### src/rtl/hkrb_pkg.sv
// ----------------------------------------------------------------------------
// HID key report builder package
// Sizes, event codes and controller/datapath command types.
// ----------------------------------------------------------------------------
package hkrb_pkg;

  localparam int ROLLOVER_SLOTS  = 6;
  localparam int NKRO_KEYS       = 120;
  localparam int NKRO_BITS       = 120;
  localparam int BITMAP_HALF     = 60;
  localparam int BOOT_MAX_SLOTS  = 6;
  localparam int BOOT_EMIT_SLOTS = (ROLLOVER_SLOTS < BOOT_MAX_SLOTS) ?
                                   ROLLOVER_SLOTS : BOOT_MAX_SLOTS;
  localparam int NKRO_LIMIT      = (NKRO_KEYS < NKRO_BITS) ? NKRO_KEYS : NKRO_BITS;

  localparam int FUNC_W    = 2;
  localparam int CODE_W    = 8;
  localparam int BOOT_W    = 64;
  localparam int MODS_W    = 8;
  localparam int HALF_W    = 60;

  localparam logic [FUNC_W-1:0] FUNC_ADD    = 2'd0;
  localparam logic [FUNC_W-1:0] FUNC_REMOVE = 2'd1;
  localparam logic [FUNC_W-1:0] FUNC_COMMIT = 2'd2;

  // Modifier usages 0xE0..0xE7 share this upper prefix
  localparam logic [4:0] MOD_PREFIX = 5'b11100;

  typedef logic [CODE_W-1:0] key_t;

  typedef struct packed {
    logic load;   // capture the accepted word
    logic apply;  // apply an add or remove edit
    logic emit;   // load the output report registers
  } ctrl_cmd_t;

  typedef struct packed {
    logic is_commit;
  } dp_status_t;

endpackage

### src/rtl/hkrb_in_if.sv
// ----------------------------------------------------------------------------
// HID key report builder input channel
// Valid/ready channel carrying one key event word.
// ----------------------------------------------------------------------------
interface hkrb_in_if;
  logic                       valid;
  logic                       ready;
  logic [hkrb_pkg::FUNC_W-1:0] func;
  logic [hkrb_pkg::CODE_W-1:0] key_code;

  modport source (output valid, output func, output key_code, input ready);
  modport sink   (input valid, input func, input key_code, output ready);
endinterface

### src/rtl/hkrb_out_if.sv
// ----------------------------------------------------------------------------
// HID key report builder result channel
// Valid/ready channel carrying one boot report and one NKRO report.
// ----------------------------------------------------------------------------
interface hkrb_out_if;
  logic                        valid;
  logic                        ready;
  logic [hkrb_pkg::BOOT_W-1:0] boot_report;
  logic [hkrb_pkg::MODS_W-1:0] nkro_modifiers;
  logic [hkrb_pkg::HALF_W-1:0] nkro_keys_low;
  logic [hkrb_pkg::HALF_W-1:0] nkro_keys_high;

  modport source (output valid, output boot_report, output nkro_modifiers,
                  output nkro_keys_low, output nkro_keys_high, input ready);
  modport sink   (input valid, input boot_report, input nkro_modifiers,
                  input nkro_keys_low, input nkro_keys_high, output ready);
endinterface

### src/rtl/hkrb_ctrl.sv
// ----------------------------------------------------------------------------
// HID key report builder controller
// Sequences capture, edit and report emission; owns the output valid flag.
// ----------------------------------------------------------------------------
module hkrb_ctrl (
  input  logic                 clk,
  input  logic                 rst_n,
  input  logic                 in_valid,
  output logic                 in_ready,
  output logic                 out_valid,
  input  logic                 out_ready,
  input  hkrb_pkg::dp_status_t status,
  output hkrb_pkg::ctrl_cmd_t  cmd
);

  localparam logic S_IDLE = 1'b0;
  localparam logic S_EXEC = 1'b1;

  logic state_r, state_nxt;
  logic out_valid_r, out_valid_nxt;
  logic slot_free;

  assign in_ready  = (state_r == S_IDLE);
  assign out_valid = out_valid_r;
  assign slot_free = !out_valid_r || out_ready;

  always_comb begin
    state_nxt     = state_r;
    out_valid_nxt = out_valid_r && !out_ready;
    cmd           = '0;
    case (state_r)
      S_IDLE: begin
        if (in_valid) begin
          cmd.load  = 1'b1;
          state_nxt = S_EXEC;
        end
      end
      S_EXEC: begin
        if (status.is_commit) begin
          // hold until the previous report word has left
          if (slot_free) begin
            cmd.emit      = 1'b1;
            out_valid_nxt = 1'b1;
            state_nxt     = S_IDLE;
          end
        end else begin
          cmd.apply = 1'b1;
          state_nxt = S_IDLE;
        end
      end
      default: begin
        state_nxt = S_IDLE;
      end
    endcase
  end

  always_ff @(posedge clk) begin
    if (!rst_n) begin
      state_r     <= S_IDLE;
      out_valid_r <= 1'b0;
    end else begin
      state_r     <= state_nxt;
      out_valid_r <= out_valid_nxt;
    end
  end

endmodule

### src/rtl/hkrb_datapath.sv
// ----------------------------------------------------------------------------
// HID key report builder datapath
// Holds the pending boot slots, modifiers and NKRO bitmap, and the report
// output registers.
// ----------------------------------------------------------------------------
module hkrb_datapath (
  input  logic                          clk,
  input  logic                          rst_n,
  input  logic [hkrb_pkg::FUNC_W-1:0]   in_func,
  input  logic [hkrb_pkg::CODE_W-1:0]   in_key_code,
  input  hkrb_pkg::ctrl_cmd_t           cmd,
  output hkrb_pkg::dp_status_t          status,
  output logic [hkrb_pkg::BOOT_W-1:0]   out_boot_report,
  output logic [hkrb_pkg::MODS_W-1:0]   out_nkro_modifiers,
  output logic [hkrb_pkg::HALF_W-1:0]   out_nkro_keys_low,
  output logic [hkrb_pkg::HALF_W-1:0]   out_nkro_keys_high
);

  localparam int NS   = hkrb_pkg::ROLLOVER_SLOTS;
  localparam int LAST = hkrb_pkg::ROLLOVER_SLOTS - 1;

  logic [hkrb_pkg::FUNC_W-1:0]    item_func_r;
  hkrb_pkg::key_t                 item_code_r;
  logic [hkrb_pkg::MODS_W-1:0]    mods_r, mods_nxt;
  hkrb_pkg::key_t                 slots_r [NS];
  hkrb_pkg::key_t                 slots_nxt [NS];
  logic [hkrb_pkg::NKRO_BITS-1:0] bitmap_r, bitmap_nxt;

  logic [hkrb_pkg::BOOT_W-1:0]    rep_boot_r;
  logic [hkrb_pkg::MODS_W-1:0]    rep_mods_r;
  logic [hkrb_pkg::NKRO_BITS-1:0] rep_bitmap_r;

  hkrb_pkg::key_t ins_slots [NS];
  hkrb_pkg::key_t rem_slots [NS];
  logic [NS-1:0]  gt;
  logic [NS-1:0]  seen;
  logic           present;
  logic           is_mod;
  logic           is_add;
  logic           is_edit;
  logic           in_range;
  logic [hkrb_pkg::BOOT_W-1:0] boot_word;

  assign status.is_commit = (item_func_r == hkrb_pkg::FUNC_COMMIT);

  assign is_mod   = (item_code_r[7:3] == hkrb_pkg::MOD_PREFIX);
  assign is_add   = (item_func_r == hkrb_pkg::FUNC_ADD);
  // only add and remove edit the pending state; the unused code is dropped
  assign is_edit  = is_add || (item_func_r == hkrb_pkg::FUNC_REMOVE);
  assign in_range = (item_code_r < hkrb_pkg::CODE_W'(hkrb_pkg::NKRO_LIMIT));

  // Sorted insert and shift-left removal, one comparator per slot
  always_comb begin
    logic           prev_gt;
    hkrb_pkg::key_t prev_s;
    logic           acc;
    hkrb_pkg::key_t next_s;
    present = 1'b0;
    prev_gt = 1'b0;
    prev_s  = '0;
    acc     = 1'b0;
    next_s  = '0;
    for (int i = 0; i < NS; i++) begin
      // empty slots sit at the top and count as larger than any key
      gt[i]   = (slots_r[i] == '0) || (slots_r[i] > item_code_r);
      present = present || (slots_r[i] == item_code_r);
      acc     = acc || (slots_r[i] == item_code_r);
      seen[i] = acc;
      if (!gt[i]) begin
        ins_slots[i] = slots_r[i];
      end else if (!prev_gt) begin
        ins_slots[i] = item_code_r;
      end else begin
        ins_slots[i] = prev_s;
      end
      prev_gt = gt[i];
      prev_s  = slots_r[i];
    end
    for (int i = LAST; i >= 0; i--) begin
      rem_slots[i] = seen[i] ? next_s : slots_r[i];
      next_s       = slots_r[i];
    end
  end

  always_comb begin
    mods_nxt   = mods_r;
    slots_nxt  = slots_r;
    bitmap_nxt = bitmap_r;
    if (cmd.apply && is_edit) begin
      if (is_mod) begin
        mods_nxt[item_code_r[2:0]] = is_add;
      end else begin
        if (item_code_r != '0) begin
          if (is_add) begin
            if ((slots_r[LAST] == '0) && !present) begin
              slots_nxt = ins_slots;
            end
          end else if (item_func_r == hkrb_pkg::FUNC_REMOVE) begin
            slots_nxt = rem_slots;
          end
        end
        if (in_range && ((item_func_r == hkrb_pkg::FUNC_ADD) ||
                         (item_func_r == hkrb_pkg::FUNC_REMOVE))) begin
          for (int b = 0; b < hkrb_pkg::NKRO_BITS; b++) begin
            if (item_code_r == hkrb_pkg::CODE_W'(b)) begin
              bitmap_nxt[b] = is_add;
            end
          end
        end
      end
    end
  end

  // Boot report: modifiers, reserved zero byte, emitted key slots
  always_comb begin
    boot_word       = '0;
    boot_word[7:0]  = mods_r;
    for (int i = 0; i < hkrb_pkg::BOOT_EMIT_SLOTS; i++) begin
      boot_word[8*(i+2) +: 8] = slots_r[i];
    end
  end

  always_ff @(posedge clk) begin
    if (cmd.load) begin
      item_func_r <= in_func;
      item_code_r <= in_key_code;
    end
    if (cmd.emit) begin
      rep_boot_r   <= boot_word;
      rep_mods_r   <= mods_r;
      rep_bitmap_r <= bitmap_r;
    end
  end

  always_ff @(posedge clk) begin
    if (!rst_n) begin
      mods_r   <= '0;
      bitmap_r <= '0;
      for (int i = 0; i < NS; i++) begin
        slots_r[i] <= '0;
      end
    end else begin
      mods_r   <= mods_nxt;
      bitmap_r <= bitmap_nxt;
      slots_r  <= slots_nxt;
    end
  end

  assign out_boot_report    = rep_boot_r;
  assign out_nkro_modifiers = rep_mods_r;
  assign out_nkro_keys_low  = rep_bitmap_r[hkrb_pkg::BITMAP_HALF-1:0];
  assign out_nkro_keys_high = rep_bitmap_r[hkrb_pkg::NKRO_BITS-1:hkrb_pkg::BITMAP_HALF];

endmodule

### src/rtl/hid_key_report_builder_core.sv
// ----------------------------------------------------------------------------
// HID key report builder core
// Builds pending boot (6KRO) and NKRO keyboard reports from key event words.
// ----------------------------------------------------------------------------
// Each event word is captured in the idle state, then applied in the slot
// and bitmap datapath in the execute state; a new word is not taken before
// the last one is through. A commit waits in the execute state while the
// previous report word is still held in the output register; otherwise the
// input side never waits on the result side. Add and remove words produce
// no result; a commit produces one result word with the boot report and the
// NKRO report and leaves the pending state in place. Function code 3 is
// consumed and does nothing. Reset clears all pending state.
// ----------------------------------------------------------------------------
module hid_key_report_builder_core (
  input  logic       clk,
  input  logic       rst_n,
  hkrb_in_if.sink    in_chan,
  hkrb_out_if.source out_chan
);

  hkrb_pkg::ctrl_cmd_t  cmd;
  hkrb_pkg::dp_status_t status;

  // Controller: accept words, sequence edits, hold the result valid flag
  hkrb_ctrl u_ctrl (
    .clk       (clk),
    .rst_n     (rst_n),
    .in_valid  (in_chan.valid),
    .in_ready  (in_chan.ready),
    .out_valid (out_chan.valid),
    .out_ready (out_chan.ready),
    .status    (status),
    .cmd       (cmd)
  );

  // Datapath: pending reports and output report registers
  hkrb_datapath u_dp (
    .clk                (clk),
    .rst_n              (rst_n),
    .in_func            (in_chan.func),
    .in_key_code        (in_chan.key_code),
    .cmd                (cmd),
    .status             (status),
    .out_boot_report    (out_chan.boot_report),
    .out_nkro_modifiers (out_chan.nkro_modifiers),
    .out_nkro_keys_low  (out_chan.nkro_keys_low),
    .out_nkro_keys_high (out_chan.nkro_keys_high)
  );

endmodule

### src/flat_wrapper.sv
// flat-port wrapper written by rule: the top's interface ports become plain ports
module hid_key_report_builder_core_flat 
  (clk, rst_n, in_chan_valid, in_chan_func, in_chan_key_code, in_chan_ready, out_chan_valid, out_chan_boot_report, out_chan_nkro_modifiers, out_chan_nkro_keys_low, out_chan_nkro_keys_high, out_chan_ready);
  hkrb_in_if in_chan_i ();
  hkrb_out_if out_chan_i ();
  input  logic clk;
  input  logic rst_n;
  input wire logic [$bits(in_chan_i.valid)-1:0] in_chan_valid;
  input wire logic [$bits(in_chan_i.func)-1:0] in_chan_func;
  input wire logic [$bits(in_chan_i.key_code)-1:0] in_chan_key_code;
  output wire logic [$bits(in_chan_i.ready)-1:0] in_chan_ready;
  output wire logic [$bits(out_chan_i.valid)-1:0] out_chan_valid;
  output wire logic [$bits(out_chan_i.boot_report)-1:0] out_chan_boot_report;
  output wire logic [$bits(out_chan_i.nkro_modifiers)-1:0] out_chan_nkro_modifiers;
  output wire logic [$bits(out_chan_i.nkro_keys_low)-1:0] out_chan_nkro_keys_low;
  output wire logic [$bits(out_chan_i.nkro_keys_high)-1:0] out_chan_nkro_keys_high;
  input wire logic [$bits(out_chan_i.ready)-1:0] out_chan_ready;
  assign in_chan_i.valid = in_chan_valid;
  assign in_chan_i.func = in_chan_func;
  assign in_chan_i.key_code = in_chan_key_code;
  assign in_chan_ready = in_chan_i.ready;
  assign out_chan_valid = out_chan_i.valid;
  assign out_chan_boot_report = out_chan_i.boot_report;
  assign out_chan_nkro_modifiers = out_chan_i.nkro_modifiers;
  assign out_chan_nkro_keys_low = out_chan_i.nkro_keys_low;
  assign out_chan_nkro_keys_high = out_chan_i.nkro_keys_high;
  assign out_chan_i.ready = out_chan_ready;
  hid_key_report_builder_core u_core (.clk(clk), .rst_n(rst_n), .in_chan(in_chan_i), .out_chan(out_chan_i));
endmodule
### config.mk
export PLATFORM = sky130hd
export DESIGN_NAME = hid_key_report_builder_core_flat
export DESIGN_NICKNAME = d
export VERILOG_FILES = /design/src/rtl/hkrb_pkg.sv /design/src/rtl/hkrb_in_if.sv /design/src/rtl/hkrb_out_if.sv /design/src/rtl/hkrb_ctrl.sv /design/src/rtl/hkrb_datapath.sv /design/src/rtl/hid_key_report_builder_core.sv /design/src/flat_wrapper.sv
export SDC_FILE = /design/constraint.sdc
export NUM_CORES = 1
export LEC_CHECK = 0
export ABC_AREA = 1
export BUFFER_PORTS_ARGS = -buffer_cell sky130_fd_sc_hd__buf_2
export CAP_MARGIN = 10
export CORE_MARGIN = 3
export CORE_UTILIZATION = 46
export CTS_BUF_LIST = sky130_fd_sc_hd__clkbuf_8 sky130_fd_sc_hd__clkbuf_16
export DETAILED_ROUTE_END_ITERATION = 8
export GPL_TIMING_DRIVEN = 0
export PLACE_DENSITY = 0.73
export SKIP_CTS_REPAIR_TIMING = 1
export SLEW_MARGIN = 20
export SYNTH_ARGS = -nofsm -noshare
export SYNTH_HDL_FRONTEND = slang
export SYNTH_SLANG_ARGS = --single-unit
export TNS_END_PERCENT = 100
### constraint.sdc
create_clock -name clk -period 14.4 [get_ports clk]
set_clock_uncertainty 0.1 [all_clocks]
set_input_delay 2.88 -clock clk [delete_from_list [all_inputs] [get_ports clk]]
set_output_delay 2.88 -clock clk [all_outputs]
set_load 0.05 [all_outputs]
======== After elaboration in Yosys (flattened, before gate mapping) ========
Index checks and enable logic that the tools add are counted.
storage, ports and cells
  input bits .............................. 14
  word-level logic and storage cells ...... 479
  output and inout bits ................... 194
  bits in registers ....................... 372
operators by class
  bitwise gates (word level) .............. 2
  reduce and logical (&&, ||, !) cells .... 164
  equality and inequality tests ........... 135
  muxes and demuxes ....................... 35
  magnitude comparators ................... 9
operators by type and width
  operator                                                    number
  AND reduction 4 bit                                         120
  equality test 8 x 7 -> 1 bit, second input constant         56
  equality test 8 x 6 -> 1 bit, second input constant         32
  two-way mux 48 bit                                          3
  two-way mux 8 bit                                           17
  equality test 8 x 5 -> 1 bit, second input constant         16
  equality test 8 x 4 -> 1 bit, second input constant         8
  zero test 8 bit                                             7
  equality test 8 bit                                         6
  > comparator 8 bit                                          6
  AND reduction 7 bit                                         6
  equality test 8 x 3 -> 1 bit, second input constant         4
  equality test 8 x 2 -> 1 bit, second input constant         2
  nonzero test 2 bit                                          7
  logical OR 1 bit                                            13
  != test 2 bit, second input constant                        6
  two-way mux 1 bit                                           11
  bitwise mux 8 bit                                           1
  equality test 8 x 1 -> 1 bit, second input constant         1
  less-than comparator 8 x 7 -> 1 bit, second input constant  1
  nonzero test 8 bit                                          1
  equality test 5 bit, second input constant                  1
  logical AND 1 bit                                           5
  less-than comparator 3 x 4 -> 1 bit, second input constant  1
  other kinds (11)                                            14

======== Depth between registers and ports, before layout ========
  word-level depth ........................ 10
  mapped depth ............................ 16
  depth with buffers taken out ............ 16

======== Hierarchy ========
A second synthesis with hierarchy kept.
second synthesis, totals
  cells, all modules ...................... 1604
  area, all modules ....................... 15672.5 um2
modules (own cells, without submodules)
  module         cells an instance  area an instance (um2)  seq. area each (um2)  times used
  hkrb_datapath  1588               15564.9                 9108.7                1
  hkrb_ctrl      16                 107.6                   40.0                  1

======== Least setup slack after synthesis ========
No wires, ideal clock.
  path type ............................... input to register
  start point ............................. input out_chan_ready
  end point ............................... register u_core.u_dp.rep_boot_r (netlist bit u_core.u_dp.out_boot_report[16]) (enable)
  library setup time ...................... 0.714 ns
  path buffers ............................ 0
  setup slack ............................. 3.363 ns
  stages .................................. 2
  arrival ................................. 10.223 ns
  required time ........................... 13.586 ns
  cells stage by stage .................... nor2_1 -> nor2_1
RTL lines
  item                  line                  source
  from (decl)           flat_wrapper.sv:17    input wire logic [$bits(out_chan_i.ready)-1:0] out_chan_ready;
  to (signal assigned)  hkrb_datapath.sv:129  rep_boot_r <= boot_word;
  to (decl)             hkrb_datapath.sv:29   logic [hkrb_pkg::BOOT_W-1:0] rep_boot_r;

==> results.tsv <==
stage	metric	value	unit
run_status	status	finished, final reports clean	
timing	minimum clock period	4330	ps
drt	DRC	0	
place	placer congestion estimate	0.9152	
worst_setup_path	Worst EP required	11420	ps
timing	crit share post-route	0.3007	
timing	RSZ-0062 raised after global routing	no	
finish	area grow syn2layout	20.17	%
timing	final hold violations	0	
synth	Synth Warn #	0	
worst_setup_path	Setup CP Type	register to output pin	
clock_tree	CTS tree	done	
timing	worst slew pin tran	747.9	ps
power	leak pwr	7.762	nW
clock_tree	H-tree depth	2	
synth	Yosys top cell area share	0.3696	
clock_tree	Max Root-Sink Buffers	3	
floorplanning	die height	187.2	um
finish	Multi-input gate area	0.005157	mm^2
grt	largest net degree at the start of global routing	30	
power	combinational share of power	0.069	
clock_tree	clk slew on worst S/H paths	60	ps
finish	# diodes	0	
grt	Most Used Layer, Global Route	met2	
clock_tree	Num Clock Sinks	364	
synth	Synth Cell Area	0.01511	mm^2
synth	Synth Area per Inst	9.662	um^2
timing	endpoints failing setup	0	
synth	EDFF count, synth	186	
grt	met3 GRT Util	0.03992	
finish	# fillers	2748	
run	MaxCap Viol Count	0	
power	sw frac	0.2387	
worst_setup_path	crit path launch type	register	
clock_tree	root buffer cell	clkbuf_16	
synth	Async S/R FF share, synth	0	
synth	Top FF cell, synth	edfxtp_1	
clock_tree	clock latency on the worst-skew pair	550	ps
floorplanning	die area	0.03506	mm^2
floorplanning	chip width	187.2	um
power	clock share of power	0.446	
grt	first-pass GRT wire length	64600	um
timing	Slew headroom	0.5009	
place	Post-DP HPWL	30130	um
synth	Mapped Cells	1564	
finish	layout cells sized above 1	0.1723	
power	Peak VDD IR	85.38	uV
power	P per Cell Area	125.8	mW/mm^2
grt	final global-route overflow total	0	
floorplanning	row cnt	65	
clock_tree	total CTS buffers	38	
grt	vias in the first global route	11490	
floorplanning	IO Pins	208	
synth	Synth cell types	33	
finish	fin nets	1878	
synth	flops & latches, synth	364	
place	pre-CTS setup slack	9806	ps
worst_setup_path	critical path capture point type	output pin	
grt	initial antenna violation count	0	
drt	Wirelength per Cell	18.49	um
timing	Final Worst Setup Slack	10070	ps
place	IO buf count	198	
drt	DR pass1 iterations	5	
power	sequential power share	0.485	
drt	Routed Antenna Nets	0	
grt	GRT Util Overall	0.2327	
finish	commonest non-fill, non-tap cell in the layout	nor2_1	
synth	largest cells by area after synthesis	edfxtp_1, dfxtp_1, nor2_1	
synth	area leader, netlist	edfxtp_1	
floorplanning	Core Area	0.03196	mm^2
hold_path	worst min path class	register to register	
timing	Max Fclk	230.9	MHz
power	Int Power	0.001739	W
drt	WL final	42180	um
power	Sw Pwr	0.0005451	W
finish	Sequential Area	0.009149	mm^2
synth	register area share after synthesis	0.6054	
grt	met1 GRT Util	0.3245	
timing	Final TNS setup	0	ps
grt	GR Util met2	0.3696	
drt	via count	12250	
worst_setup_path	CP Max Fanout	2	
finish	commonest cells after routing, fill and taps aside	nor2_1, nand2_1, buf_2	
floorplanning	starting density of the core	0.4728	
drt	vias per cell	5.370	
drt	number of DRC markers in iteration 0	1057	
worst_setup_path	CP arrival	1350	ps
timing	max-slew violations	0	
## power by group through the flow
stage | sequential (W) | clock [W] | combinational [W]
after floorplan | 0.00115 | 0 | 0.0000874
after global placement | 0.00113 | 0 | 0.000150
after detailed placement | 0.00113 | 0 | 0.000156
after CTS | 0.00111 | 0.00103 | 0.000157
after global routing | 0.00111 | 0.00108 | 0.000173
final | 0.00111 | 0.00102 | 0.000159
## state kept, by name (all words and copies together), names as in the netlist
signal                          flops
u_core.u_dp.out_boot_report        49
u_core.u_dp.mods_r                  8
u_core.u_dp.out_nkro_modifiers      7
u_core.u_dp.item_code_r             8
u_core.u_ctrl.out_valid             1
u_core.u_ctrl.state_r               1
u_core.u_dp.boot_word              48
u_core.u_dp.rep_bitmap_r          120
u_core.u_dp.bitmap_r              120
u_core.u_dp.item_func_r             2
## final timing paths
check,startpoint,endpoint,slack [ps],cells past startpoint
min reg2reg,u_core.u_dp.bitmap_r[119],u_core.u_dp.rep_bitmap_r[119],330,0
max,u_core.u_dp.out_boot_report[7],out_chan_nkro_modifiers[7],10070,2
min,u_core.u_dp.bitmap_r[119],u_core.u_dp.rep_bitmap_r[119],330,0
max reg2reg,u_core.u_dp.item_code_r[2],u_core.u_dp.boot_word[53],11090,15
## through the flow
stage / utilization / hold WS [ps] / power (W) / std cells / cell area (um^2)
global placement: 0.5216 / 307.9 / 0.001283 / 2204 / 16670
global route: 0.5681 / 326.7 / 0.002357 / 2281 / 18160
floorplan: - / 302.5 / 0.001239 / 1571 / 15140
finish: 0.5681 / 326.4 / 0.002284 / 2281 / 18160
detailed placement: 0.5272 / 309.7 / 0.001284 / 2211 / 16850
CTS: 0.5681 / 324.2 / 0.002296 / 2281 / 18160
## logic make-up (layout without fill, tap and decap cells)
logic type / count (synthesis) / count (layout) / share of synthesized area
flip-flops: 364 / 364 / 0.6054
other: 1 / 8 / 0.0002482
AO/OA/AOI/OAI: 228 / 228 / 0.1038
buffers and inverters: 202 / 477 / 0.05548
AND/OR/NAND/NOR: 721 / 721 / 0.1952
adder cells (fa/ha/maj): 48 / 48 / 0.03975
## cell usage after synthesis, types with 17 or more instances
master,instances
a311oi_1,28
ha_1,48
a211oi_1,44
o21ai_0,38
inv_1,110
buf_4,17
nand3_1,103
dfxtp_1,178
nand2_1,285
a21oi_1,71
edfxtp_1,186
clkbuf_1,49
o211a_1,28
nor2_1,291
## critical path, stage by stage, from the launching register on
cell and delay, ps:
edfxtp_1 440, buf_4 160, buf_2 200
## metal layers
| layer | vias up | wire [um] |
|---|---|---|
| li1 | 5826 | - |
| met3 | 91 | 3721 |
| met2 | 578 | 18880 |
| met4 | 0 | 1276 |
| met5 | - | 0 |
| met1 | 5755 | 18310 |
## area by class of cell
| type | count | share of cell area |
|---|---|---|
| buffer | 83 | 0.02157 |
| clock buffer | 40 | 0.05388 |
| clock inverter | 30 | 0.01819 |
| inverter | 119 | 0.02460 |
| multi-input combinational | 1005 | 0.2840 |
| sequential | 364 | 0.5038 |
| tap | 435 | 0.02997 |
| timing repair buffer | 205 | 0.06394 |
Note: power is estimated with default switching activity, not from simulation.
